<file path="src/rtl/shwm_pkg.sv">
// Package for the sequence Hamming window matcher.
// Beat types, action and register codes, field widths and reset defaults.
// No dependencies; every rtl file imports it.
package shwm_pkg;

    // Default sizes handed to the top level parameters
    localparam int MAP_DEPTH_DEF  = 64;
    localparam int WINDOW_MAX_DEF = 16;
    localparam int DESC_BITS_DEF  = 64;

    // Field widths
    localparam int ACTION_W = 2;
    localparam int INDEX_W  = 6;
    localparam int DESC_W   = 64;
    localparam int SHIFT_W  = 6;
    localparam int DIST_W   = 11;
    localparam int DIST_MAX = 2047;

    // Configuration port
    localparam int CFG_IDX_W  = 2;
    localparam int CFG_DATA_W = 11;
    localparam int WLEN_W     = 5;
    localparam int MLEN_W     = 7;
    localparam int THR_W      = 11;

    localparam logic [CFG_IDX_W-1:0] CFG_WINDOW_LENGTH   = 2'd0;
    localparam logic [CFG_IDX_W-1:0] CFG_MAP_LENGTH      = 2'd1;
    localparam logic [CFG_IDX_W-1:0] CFG_MATCH_THRESHOLD = 2'd2;

    localparam logic [WLEN_W-1:0] WLEN_RESET = 5'd8;
    localparam logic [MLEN_W-1:0] MLEN_RESET = 7'd64;
    localparam logic [THR_W-1:0]  THR_RESET  = 11'd0;

    // Input actions
    localparam logic [ACTION_W-1:0] ACT_LOAD  = 2'd0;
    localparam logic [ACTION_W-1:0] ACT_TEST  = 2'd1;
    localparam logic [ACTION_W-1:0] ACT_CLEAR = 2'd2;

    typedef struct packed {
        logic [ACTION_W-1:0] action;
        logic [INDEX_W-1:0]  map_index;
        logic [DESC_W-1:0]   descriptor;
    } t_in_beat;

    typedef struct packed {
        logic [SHIFT_W-1:0] shift;
        logic [DIST_W-1:0]  distance;
        logic               is_match;
        logic               last;
    } t_out_beat;

    // Controller to datapath commands
    typedef struct packed {
        logic map_wr;        // write map entry from the accepted beat
        logic win_push;      // push accepted descriptor into the window
        logic op_valid;      // one distance term issued this cycle
        logic op_incr;       // incremental update: prev + new pair - old pair
        logic op_first;      // first term of a direct sum
        logic op_last;       // term closes a shift: emit result
        logic op_item_last;  // final shift of the item
    } t_cmd;

    // Datapath to controller status
    typedef struct packed {
        logic pipe_busy;     // terms still in flight
        logic room;          // result queue can take one more shift
    } t_status;

endpackage

</file>
<file path="src/rtl/shwm_ctrl.sv">
// Controller for the sequence Hamming window matcher.
// Holds configuration, window fill, sums-valid flag and the shift/term sequencer.
// Depends on shwm_pkg.
module shwm_ctrl #(
    parameter int MAP_DEPTH  = shwm_pkg::MAP_DEPTH_DEF,
    parameter int WINDOW_MAX = shwm_pkg::WINDOW_MAX_DEF
) (
    input  logic                              i_clk,
    input  logic                              i_rst_n,
    input  logic                              i_in_valid,
    output logic                              o_in_stall,
    input  logic [shwm_pkg::ACTION_W-1:0]     i_action,
    input  logic [shwm_pkg::INDEX_W-1:0]      i_map_index,
    input  logic                              i_cfg_we,
    input  logic [shwm_pkg::CFG_IDX_W-1:0]    i_cfg_idx,
    input  logic [shwm_pkg::CFG_DATA_W-1:0]   i_cfg_wdata,
    input  shwm_pkg::t_status                 i_status,
    output shwm_pkg::t_cmd                    o_cmd,
    output logic [$clog2(MAP_DEPTH)-1:0]      o_map_a,
    output logic [$clog2(MAP_DEPTH)-1:0]      o_map_b,
    output logic [$clog2(WINDOW_MAX+1)-1:0]   o_win_sel,
    output logic [$clog2(MAP_DEPTH)-1:0]      o_shift,
    output logic [shwm_pkg::THR_W-1:0]        o_threshold
);
    import shwm_pkg::*;

    localparam int AW  = $clog2(MAP_DEPTH);
    localparam int WSW = $clog2(WINDOW_MAX + 1);
    localparam int MW  = $clog2(MAP_DEPTH + 1);
    localparam int KW  = (WINDOW_MAX > 1) ? $clog2(WINDOW_MAX) : 1;

    typedef enum logic {ST_IDLE, ST_RUN} t_state;

    t_state              r_state;
    logic [WLEN_W-1:0]   r_wlen;
    logic [MLEN_W-1:0]   r_mlen;
    logic [THR_W-1:0]    r_thr;
    logic [WSW-1:0]      r_fill;
    logic                r_sums_valid;
    logic                r_incr;
    logic [WSW-1:0]      r_len;
    logic [AW-1:0]       r_s;
    logic [AW-1:0]       r_last_s;
    logic [KW-1:0]       r_k;

    logic [WSW-1:0]      elen;
    logic [MW-1:0]       emap;
    logic [WSW-1:0]      n_fill;
    logic                accept;
    logic                direct;
    logic                issue;

    // Clamp the length registers into their usable range
    always_comb begin
        if (r_wlen == '0) begin
            elen = WSW'(1);
        end else if (int'(r_wlen) > WINDOW_MAX) begin
            elen = WSW'(WINDOW_MAX);
        end else begin
            elen = WSW'(r_wlen);
        end
        if (r_mlen == '0) begin
            emap = MW'(1);
        end else if (int'(r_mlen) > MAP_DEPTH) begin
            emap = MW'(MAP_DEPTH);
        end else begin
            emap = MW'(r_mlen);
        end
        n_fill = (r_fill >= elen) ? elen : WSW'(int'(r_fill) + 1);
    end

    assign o_in_stall = (r_state != ST_IDLE) || i_status.pipe_busy;
    assign accept     = i_in_valid && !o_in_stall;

    // Term generation: direct sum over the window, or one incremental step
    always_comb begin
        direct = !r_incr || (r_s == '0);
        o_cmd  = '0;
        o_cmd.map_wr   = accept && (i_action == ACT_LOAD) && (int'(i_map_index) < MAP_DEPTH);
        o_cmd.win_push = accept && (i_action == ACT_TEST);
        o_map_b   = AW'(int'(r_s) - 1);
        o_shift   = r_s;
        if (direct) begin
            o_map_a        = AW'(int'(r_s) + int'(r_k));
            o_win_sel      = WSW'(int'(r_len) - 1 - int'(r_k));
            o_cmd.op_incr  = 1'b0;
            o_cmd.op_first = (r_k == '0);
            o_cmd.op_last  = (int'(r_k) == int'(r_len) - 1);
        end else begin
            o_map_a        = AW'(int'(r_s) + int'(r_len) - 1);
            o_win_sel      = r_len;
            o_cmd.op_incr  = 1'b1;
            o_cmd.op_first = 1'b1;
            o_cmd.op_last  = 1'b1;
        end
        o_cmd.op_item_last = o_cmd.op_last && (r_s == r_last_s);
        issue              = (r_state == ST_RUN) && (!o_cmd.op_last || i_status.room);
        o_cmd.op_valid     = issue;
        o_threshold        = r_thr;
    end

    // State, counters and configuration
    always_ff @(posedge i_clk) begin
        if (!i_rst_n) begin
            r_state      <= ST_IDLE;
            r_wlen       <= WLEN_RESET;
            r_mlen       <= MLEN_RESET;
            r_thr        <= THR_RESET;
            r_fill       <= '0;
            r_sums_valid <= 1'b0;
            r_incr       <= 1'b0;
            r_len        <= '0;
            r_s          <= '0;
            r_last_s     <= '0;
            r_k          <= '0;
        end else begin
            unique case (r_state)
                ST_IDLE: begin
                    if (accept) begin
                        unique case (i_action)
                            ACT_LOAD: begin
                                if (int'(i_map_index) < MAP_DEPTH) begin
                                    r_sums_valid <= 1'b0;
                                end
                            end
                            ACT_TEST: begin
                                r_fill <= n_fill;
                                if (n_fill == elen) begin
                                    if (int'(emap) < int'(elen)) begin
                                        r_sums_valid <= 1'b0;
                                    end else begin
                                        r_state  <= ST_RUN;
                                        r_s      <= '0;
                                        r_k      <= '0;
                                        r_len    <= elen;
                                        r_last_s <= AW'(int'(emap) - int'(elen));
                                        r_incr   <= r_sums_valid;
                                    end
                                end
                            end
                            ACT_CLEAR: begin
                                r_fill       <= '0;
                                r_sums_valid <= 1'b0;
                            end
                            default: ;
                        endcase
                    end
                end
                ST_RUN: begin
                    if (issue) begin
                        if (o_cmd.op_last) begin
                            r_k <= '0;
                            if (o_cmd.op_item_last) begin
                                r_state      <= ST_IDLE;
                                r_sums_valid <= 1'b1;
                            end else begin
                                r_s <= AW'(int'(r_s) + 1);
                            end
                        end else begin
                            r_k <= KW'(int'(r_k) + 1);
                        end
                    end
                end
                default: r_state <= ST_IDLE;
            endcase

            // Register writes are to arrive only while idle; the block itself does not enforce it
            if (i_cfg_we) begin
                unique case (i_cfg_idx)
                    CFG_WINDOW_LENGTH: begin
                        r_wlen       <= i_cfg_wdata[WLEN_W-1:0];
                        r_fill       <= '0;
                        r_sums_valid <= 1'b0;
                    end
                    CFG_MAP_LENGTH: begin
                        r_mlen       <= i_cfg_wdata[MLEN_W-1:0];
                        r_sums_valid <= 1'b0;
                    end
                    CFG_MATCH_THRESHOLD: begin
                        r_thr <= i_cfg_wdata[THR_W-1:0];
                    end
                    default: ;
                endcase
            end
        end
    end

endmodule

</file>
<file path="config.mk">
export PLATFORM = sky130hd
export DESIGN_NAME = shwm_ctrl
export DESIGN_NICKNAME = d
export VERILOG_FILES = /design/src/rtl/shwm_pkg.sv /design/src/rtl/shwm_ctrl.sv
export SDC_FILE = /design/constraint.sdc
export NUM_CORES = 1
export LEC_CHECK = 0
export BUFFER_PORTS_ARGS = -buffer_cell sky130_fd_sc_hd__buf_2
export CAP_MARGIN = 15
export CORE_MARGIN = 2
export CORE_UTILIZATION = 61
export DETAILED_ROUTE_END_ITERATION = 8
export PLACE_DENSITY = 0.92
export SKIP_CTS_REPAIR_TIMING = 1
export SLEW_MARGIN = 0
export SYNTH_ARGS = -nofsm -noshare
export SYNTH_HDL_FRONTEND = slang
export SYNTH_SLANG_ARGS = --single-unit
</file>
<file path="constraint.sdc">
create_clock -name i_clk -period 5.8 [get_ports i_clk]
set_clock_uncertainty 0.15 [all_clocks]
set_input_delay 0.29 -clock i_clk [delete_from_list [all_inputs] [get_ports i_clk]]
set_output_delay 0.29 -clock i_clk [all_outputs]
set_load 0.1 [all_outputs]
</file>
# ---- Word-level counts from Yosys, hierarchy flattened
# Cells that the tools add are included.
# W data, S select, Z words.
dict set report totals {
  ff_bits 52
  in_bits 27
  output_inout_bits 42
  word_cells 112
}
dict set report op_classes {
  n_addsub 10
  magnitude_cmp 4
  eq_ne 14
  n_mux 46
  n_bitwise 2
  reduce_logical 25
}
# op count
set op_table {}
lappend op_table {{$mux W6} 8}
lappend op_table {{$mux W5} 8}
lappend op_table {{$mux W4} 6}
lappend op_table {{$mux W1} 15}
lappend op_table {{$mux W7} 2}
lappend op_table {{$ne A2 B2 Y1 const B} 6}
lappend op_table {{$pmux W6 S2} 1}
lappend op_table {{$sub A6 B1 Y6 const B} 2}
lappend op_table {{$pmux W5 S2} 1}
lappend op_table {{$reduce_and A5 Y1} 2}
lappend op_table {{$pmux W4 S2} 1}
lappend op_table {{$gt A7 B7 Y1 const B} 1}
lappend op_table {{$logic_not A7 Y1} 1}
lappend op_table {{$lt A7 B5 Y1} 1}
lappend op_table {{$reduce_and A7 Y1} 1}
lappend op_table {{$add A6 B1 Y6 const B} 1}
lappend op_table {{$add A6 B4 Y6} 1}
lappend op_table {{$add A6 B5 Y6} 1}
lappend op_table {{$eq A5 B6 Y1} 1}
lappend op_table {{$eq A6 B6 Y1} 1}
lappend op_table {{$logic_not A6 Y1} 1}
lappend op_table {{$pmux W1 S2} 3}
lappend op_table {{$reduce_and A2 Y1} 3}
lappend op_table {{$sub A5 B1 Y6 const B} 1}
lappend op_table {{19 further kinds} 32}

# ---- Logic depth before layout (Yosys ltp)
dict set report logic_depth {
  word_depth 12
  depth_mapped 12
  depth_no_buf 12
}

# ---- Worst setup path before layout
# Ideal clock, no wire load.
dict set report synth_path {
  kind {register to output}
  from {register r_s[0] (netlist: o_shift[0])}
  to {output o_map_a[4]}
  t_arrival_ns 5.153
  t_required_ns 5.360
  slack_ns 0.207
  path_stages_with_launch 8
  n_path_buf 1
  path_cell_list {dfxtp_1 inv_1 ha_1 nand2b_1 o21ai_0 clkbuf_1 inv_1 o21ai_0}
}
dict set report synth_between {
  elab_chain_cells 3
  elab_cells_between_ends 6
  classes_between {add/sub: 3; mux: 1; reduce/logical: 2}
}
# element line
set synth_lines {}
lappend synth_lines {{start, declared} shwm_ctrl.sv:42} ;# logic [AW-1:0] r_s;
lappend synth_lines {{start signal, assigned} shwm_ctrl.sv:157} ;# r_s <= AW'(int'(r_s) + 1);
lappend synth_lines {{$add A6 B5 Y6 / $logic_not A6 Y1 (equally long branches)} {shwm_ctrl.sv:90, shwm_ctrl.sv:77}}
lappend synth_lines {{$sub A6 B1 Y6 / $logic_or A1 B1 Y1 (equally long branches)} {shwm_ctrl.sv:90, shwm_ctrl.sv:77}}
lappend synth_lines {{$mux W6 (*)} shwm_ctrl.sv:83} ;# if (direct) begin
lappend synth_lines {{end, declared} shwm_ctrl.sv:19} ;# output logic [$clog2(MAP_DEPTH)-1:0] o_map_a,
# Every way passes the cells marked *; elsewhere a longest branch is shown, timed or not.

# ---- Worst setup path after layout
dict set report layout_path {
  from {register r_s[1] (netlist: o_shift[1])}
  to {output o_map_a[5]}
}
# The elaborated chain is that of the path after synthesis.

==> metrics.cfg <==
[detailed_routing]
firstDrtPassIters=4
drcViolationCount=0
viasPerCell=5.75
wl_per_cell_um=14.7
antenna_left=0
routed_wl_um=8640
drt_iter0_drc=172
vias=3372

[yosys]
synth-seq-cells=52
synth_flop_cell=dfxtp_1
ys_seq_area_frac=0.280
async_reset_ff_frac=0
synthCells=458
syn_area_per_cell_sq_um=8.12
syn_area_sq_mm=0.00372
yosys_warnings=0
synth_cell_types=55
synthesis.nets=526
synth-edff-count=0

[finish]
layout_commonest_cell=buf_2
drive_above_1_share=0.164
layout_common_cells=buf_2, nand2_1, dfxtp_1
syn_to_final_growth_pct=11.4
fin_nets=578
utilization=0.700
antennaDiodeCount=0

[critical_path]
cpMostUsedCell=inv_1
critPathMaxFanout=9
worstSetupStartpointType=flop
required_ns=5.36
worst_path_largest_cell_delay_ns=0.54
cpMaxStageDelayCell=dfxtp_1
critPathCaptureType=output port
cp_cell_sequence=inv_1 -> ha_1 -> inv_1 -> ha_1 -> inv_1 -> fa_1 -> inv_1 -> a21o_1 -> a21oi_1 -> xor2_1 -> o21ai_0 -> xnor2_1 -> buf_2
crit_arrival_ns=3.25
critPathKind=flop to output port

[floorplan]
initial_core_util=0.628
io_pins=69
die_y_um=82.1
fp.coreArea_sq_mm=0.00592
fp.dieW_um=82.1
rows=28
dieArea_sq_mm=0.00674

[sta]
final_max_slew_viol_count=0
setup_viol=0
setup_slack_ns=2.11
fmax_ghz=0.271
relSlewSlack=0.352
final_hold_viol_count=0
grt_setup_unrepaired=false
finalSetupTns_ns=0
worst_slew_pin_slew_ns=0.969
period_share=0.637
period_needed_ns=3.69

[global_route]
grt_overflow_total=0
track_usage=0.269
antenna_found_initial=0
grt_pass1_wl_um=14100
grt_pass1_vias=3267
grt_max_degree=37

[placement]
pre_cts_slack_ns=2.49
gp_congestion=0.861
port_buffers=62
hpwl_um=6820

[power]
power_density_mw_per_mm2=167
total_power_w=0.000691
power_leakage_nw=1.88
peakVddDrop_mv=0.232

[outcome]
status=finished, final reports clean

[clock_tree]
clockBufferDepth=2
numCtsBuffers=5
clock_sinks=52
root_buffer=clkbuf_8
worstSkewPairLatency_ns=0.32
cts_max_level=2
clkTransAtPathRegs_ns=0.10
cts_tree=built

[flow_run]
cap_violations=0

[min_path]
hold_class=input pin to flop

## layout make-up
| cell class | count | area (sq um) |
|---|---|---|
| fillers | 487 | 1780 |
| clock inverters | 3 | 25.0 |
| inverters | 49 | 184 |
| well taps | 75 | 93.8 |
| multi-input cells | 339 | 2410 |
| flip-flops and latches | 52 | 1040 |
| repair buffers | 63 | 318 |
| clock buffers | 5 | 68.8 |
## cells by family after synthesis
group / Yosys count / synth area share
and+or+nand+nor: 150 / 0.194
AOI/OAI and AO/OA: 88 / 0.159
buffers and inverters: 67 / 0.0716
DFF: 52 / 0.280
adders and majority gates: 41 / 0.146
xor gates and xnor gates: 35 / 0.0824
muxes: 25 / 0.0672
## through the flow
stage	cell area, sq um	cells	hold WS, ns
floorplan	3720	458	0.265
global placement	4050	578	0.290
detailed placement	4050	578	0.297
CTS	4140	586	0.0410
global route	4140	586	0.0384
finish	4140	586	0.0414
## flip-flops by register name, summed over array words and instances (netlist names)
signal	cells
r_len	5
r_fill	5
r_k	4
o_threshold	11
r_sums_valid	1
r_last_s	6
r_incr	1
r_mlen	7
r_state	1
r_wlen	5
o_shift	6
## final timing paths
path	startpoint	end	slack [ns]	cells past startpoint
worst min-delay path	i_cfg_wdata[8]	o_threshold[8]	0.04	3
worst min register to register	o_threshold[10]	o_threshold[10]	0.31	2
worst max-delay path	o_shift[1]	o_map_a[5]	2.11	13
worst max register to register	r_wlen[4]	r_k[0]	2.48	9
## cells in the mapped netlist, types with 2 or more instances
master / n / area, sq um
dfxtp_1: 52 / 1040
o21ai_0: 14 / 70.1
o21a_1: 3 / 22.5
a211o_1: 3 / 26.3
nand3_2: 2 / 20.0
or2_2: 3 / 18.8
nor2_1: 25 / 93.8
nor2b_1: 7 / 43.8
nor3_1: 15 / 75.1
o41ai_1: 2 / 17.5
a2111oi_0: 2 / 17.5
a21oi_1: 28 / 140
o22ai_1: 3 / 18.8
a22o_1: 2 / 17.5
nand2b_1: 6 / 37.5
inv_1: 48 / 180
nand3b_1: 2 / 15.0
nand2_1: 60 / 225
nand4_1: 6 / 37.5
mux2i_1: 25 / 250
a21o_1: 8 / 60.1
buf_4: 2 / 15.0
o211ai_1: 4 / 30.0
xnor2_1: 29 / 254
a31oi_1: 2 / 12.5
nand3_1: 11 / 55.1
or3_1: 3 / 18.8
nor4_1: 4 / 25.0
xor2_1: 6 / 52.6
o21bai_1: 4 / 30.0
ha_1: 37 / 463
fa_1: 4 / 80.1
clkbuf_1: 14 / 52.6
## where the power goes
| group | leakage [nW] | switching, W | internal [W] | total [W] |
|---|---|---|---|---|
| registers | 0.421 | 0.00000534 | 0.000363 | 0.000368 |
| logic | 1.41 | 0.0000713 | 0.0000298 | 0.000101 |
| clock network | 0.0452 | 0.000133 | 0.0000882 | 0.000221 |
| total | 1.88 | 0.000210 | 0.000481 | 0.000691 |
## worst max-delay path: cells and delay by family (launching register included)
kind / cells / cell delay (ns)
xor+xnor: 2 / 0.28
flops: 1 / 0.54
fa+ha+maj: 3 / 0.90
compound gates: 3 / 0.37
buf+inv: 5 / 0.82
## routing by layer
metal | up-vias | GRT usage | share of wire
li1 | 1668 | - | -
met1 | 1565 | 0.293 | 0.41
met2 | 116 | 0.515 | 0.52
met3 | 23 | 0.0391 | 0.049
met4 | 0 | 0.108 | 0.028
met5 | - | 0 | 0
Power figures use the tool's default switching activity.
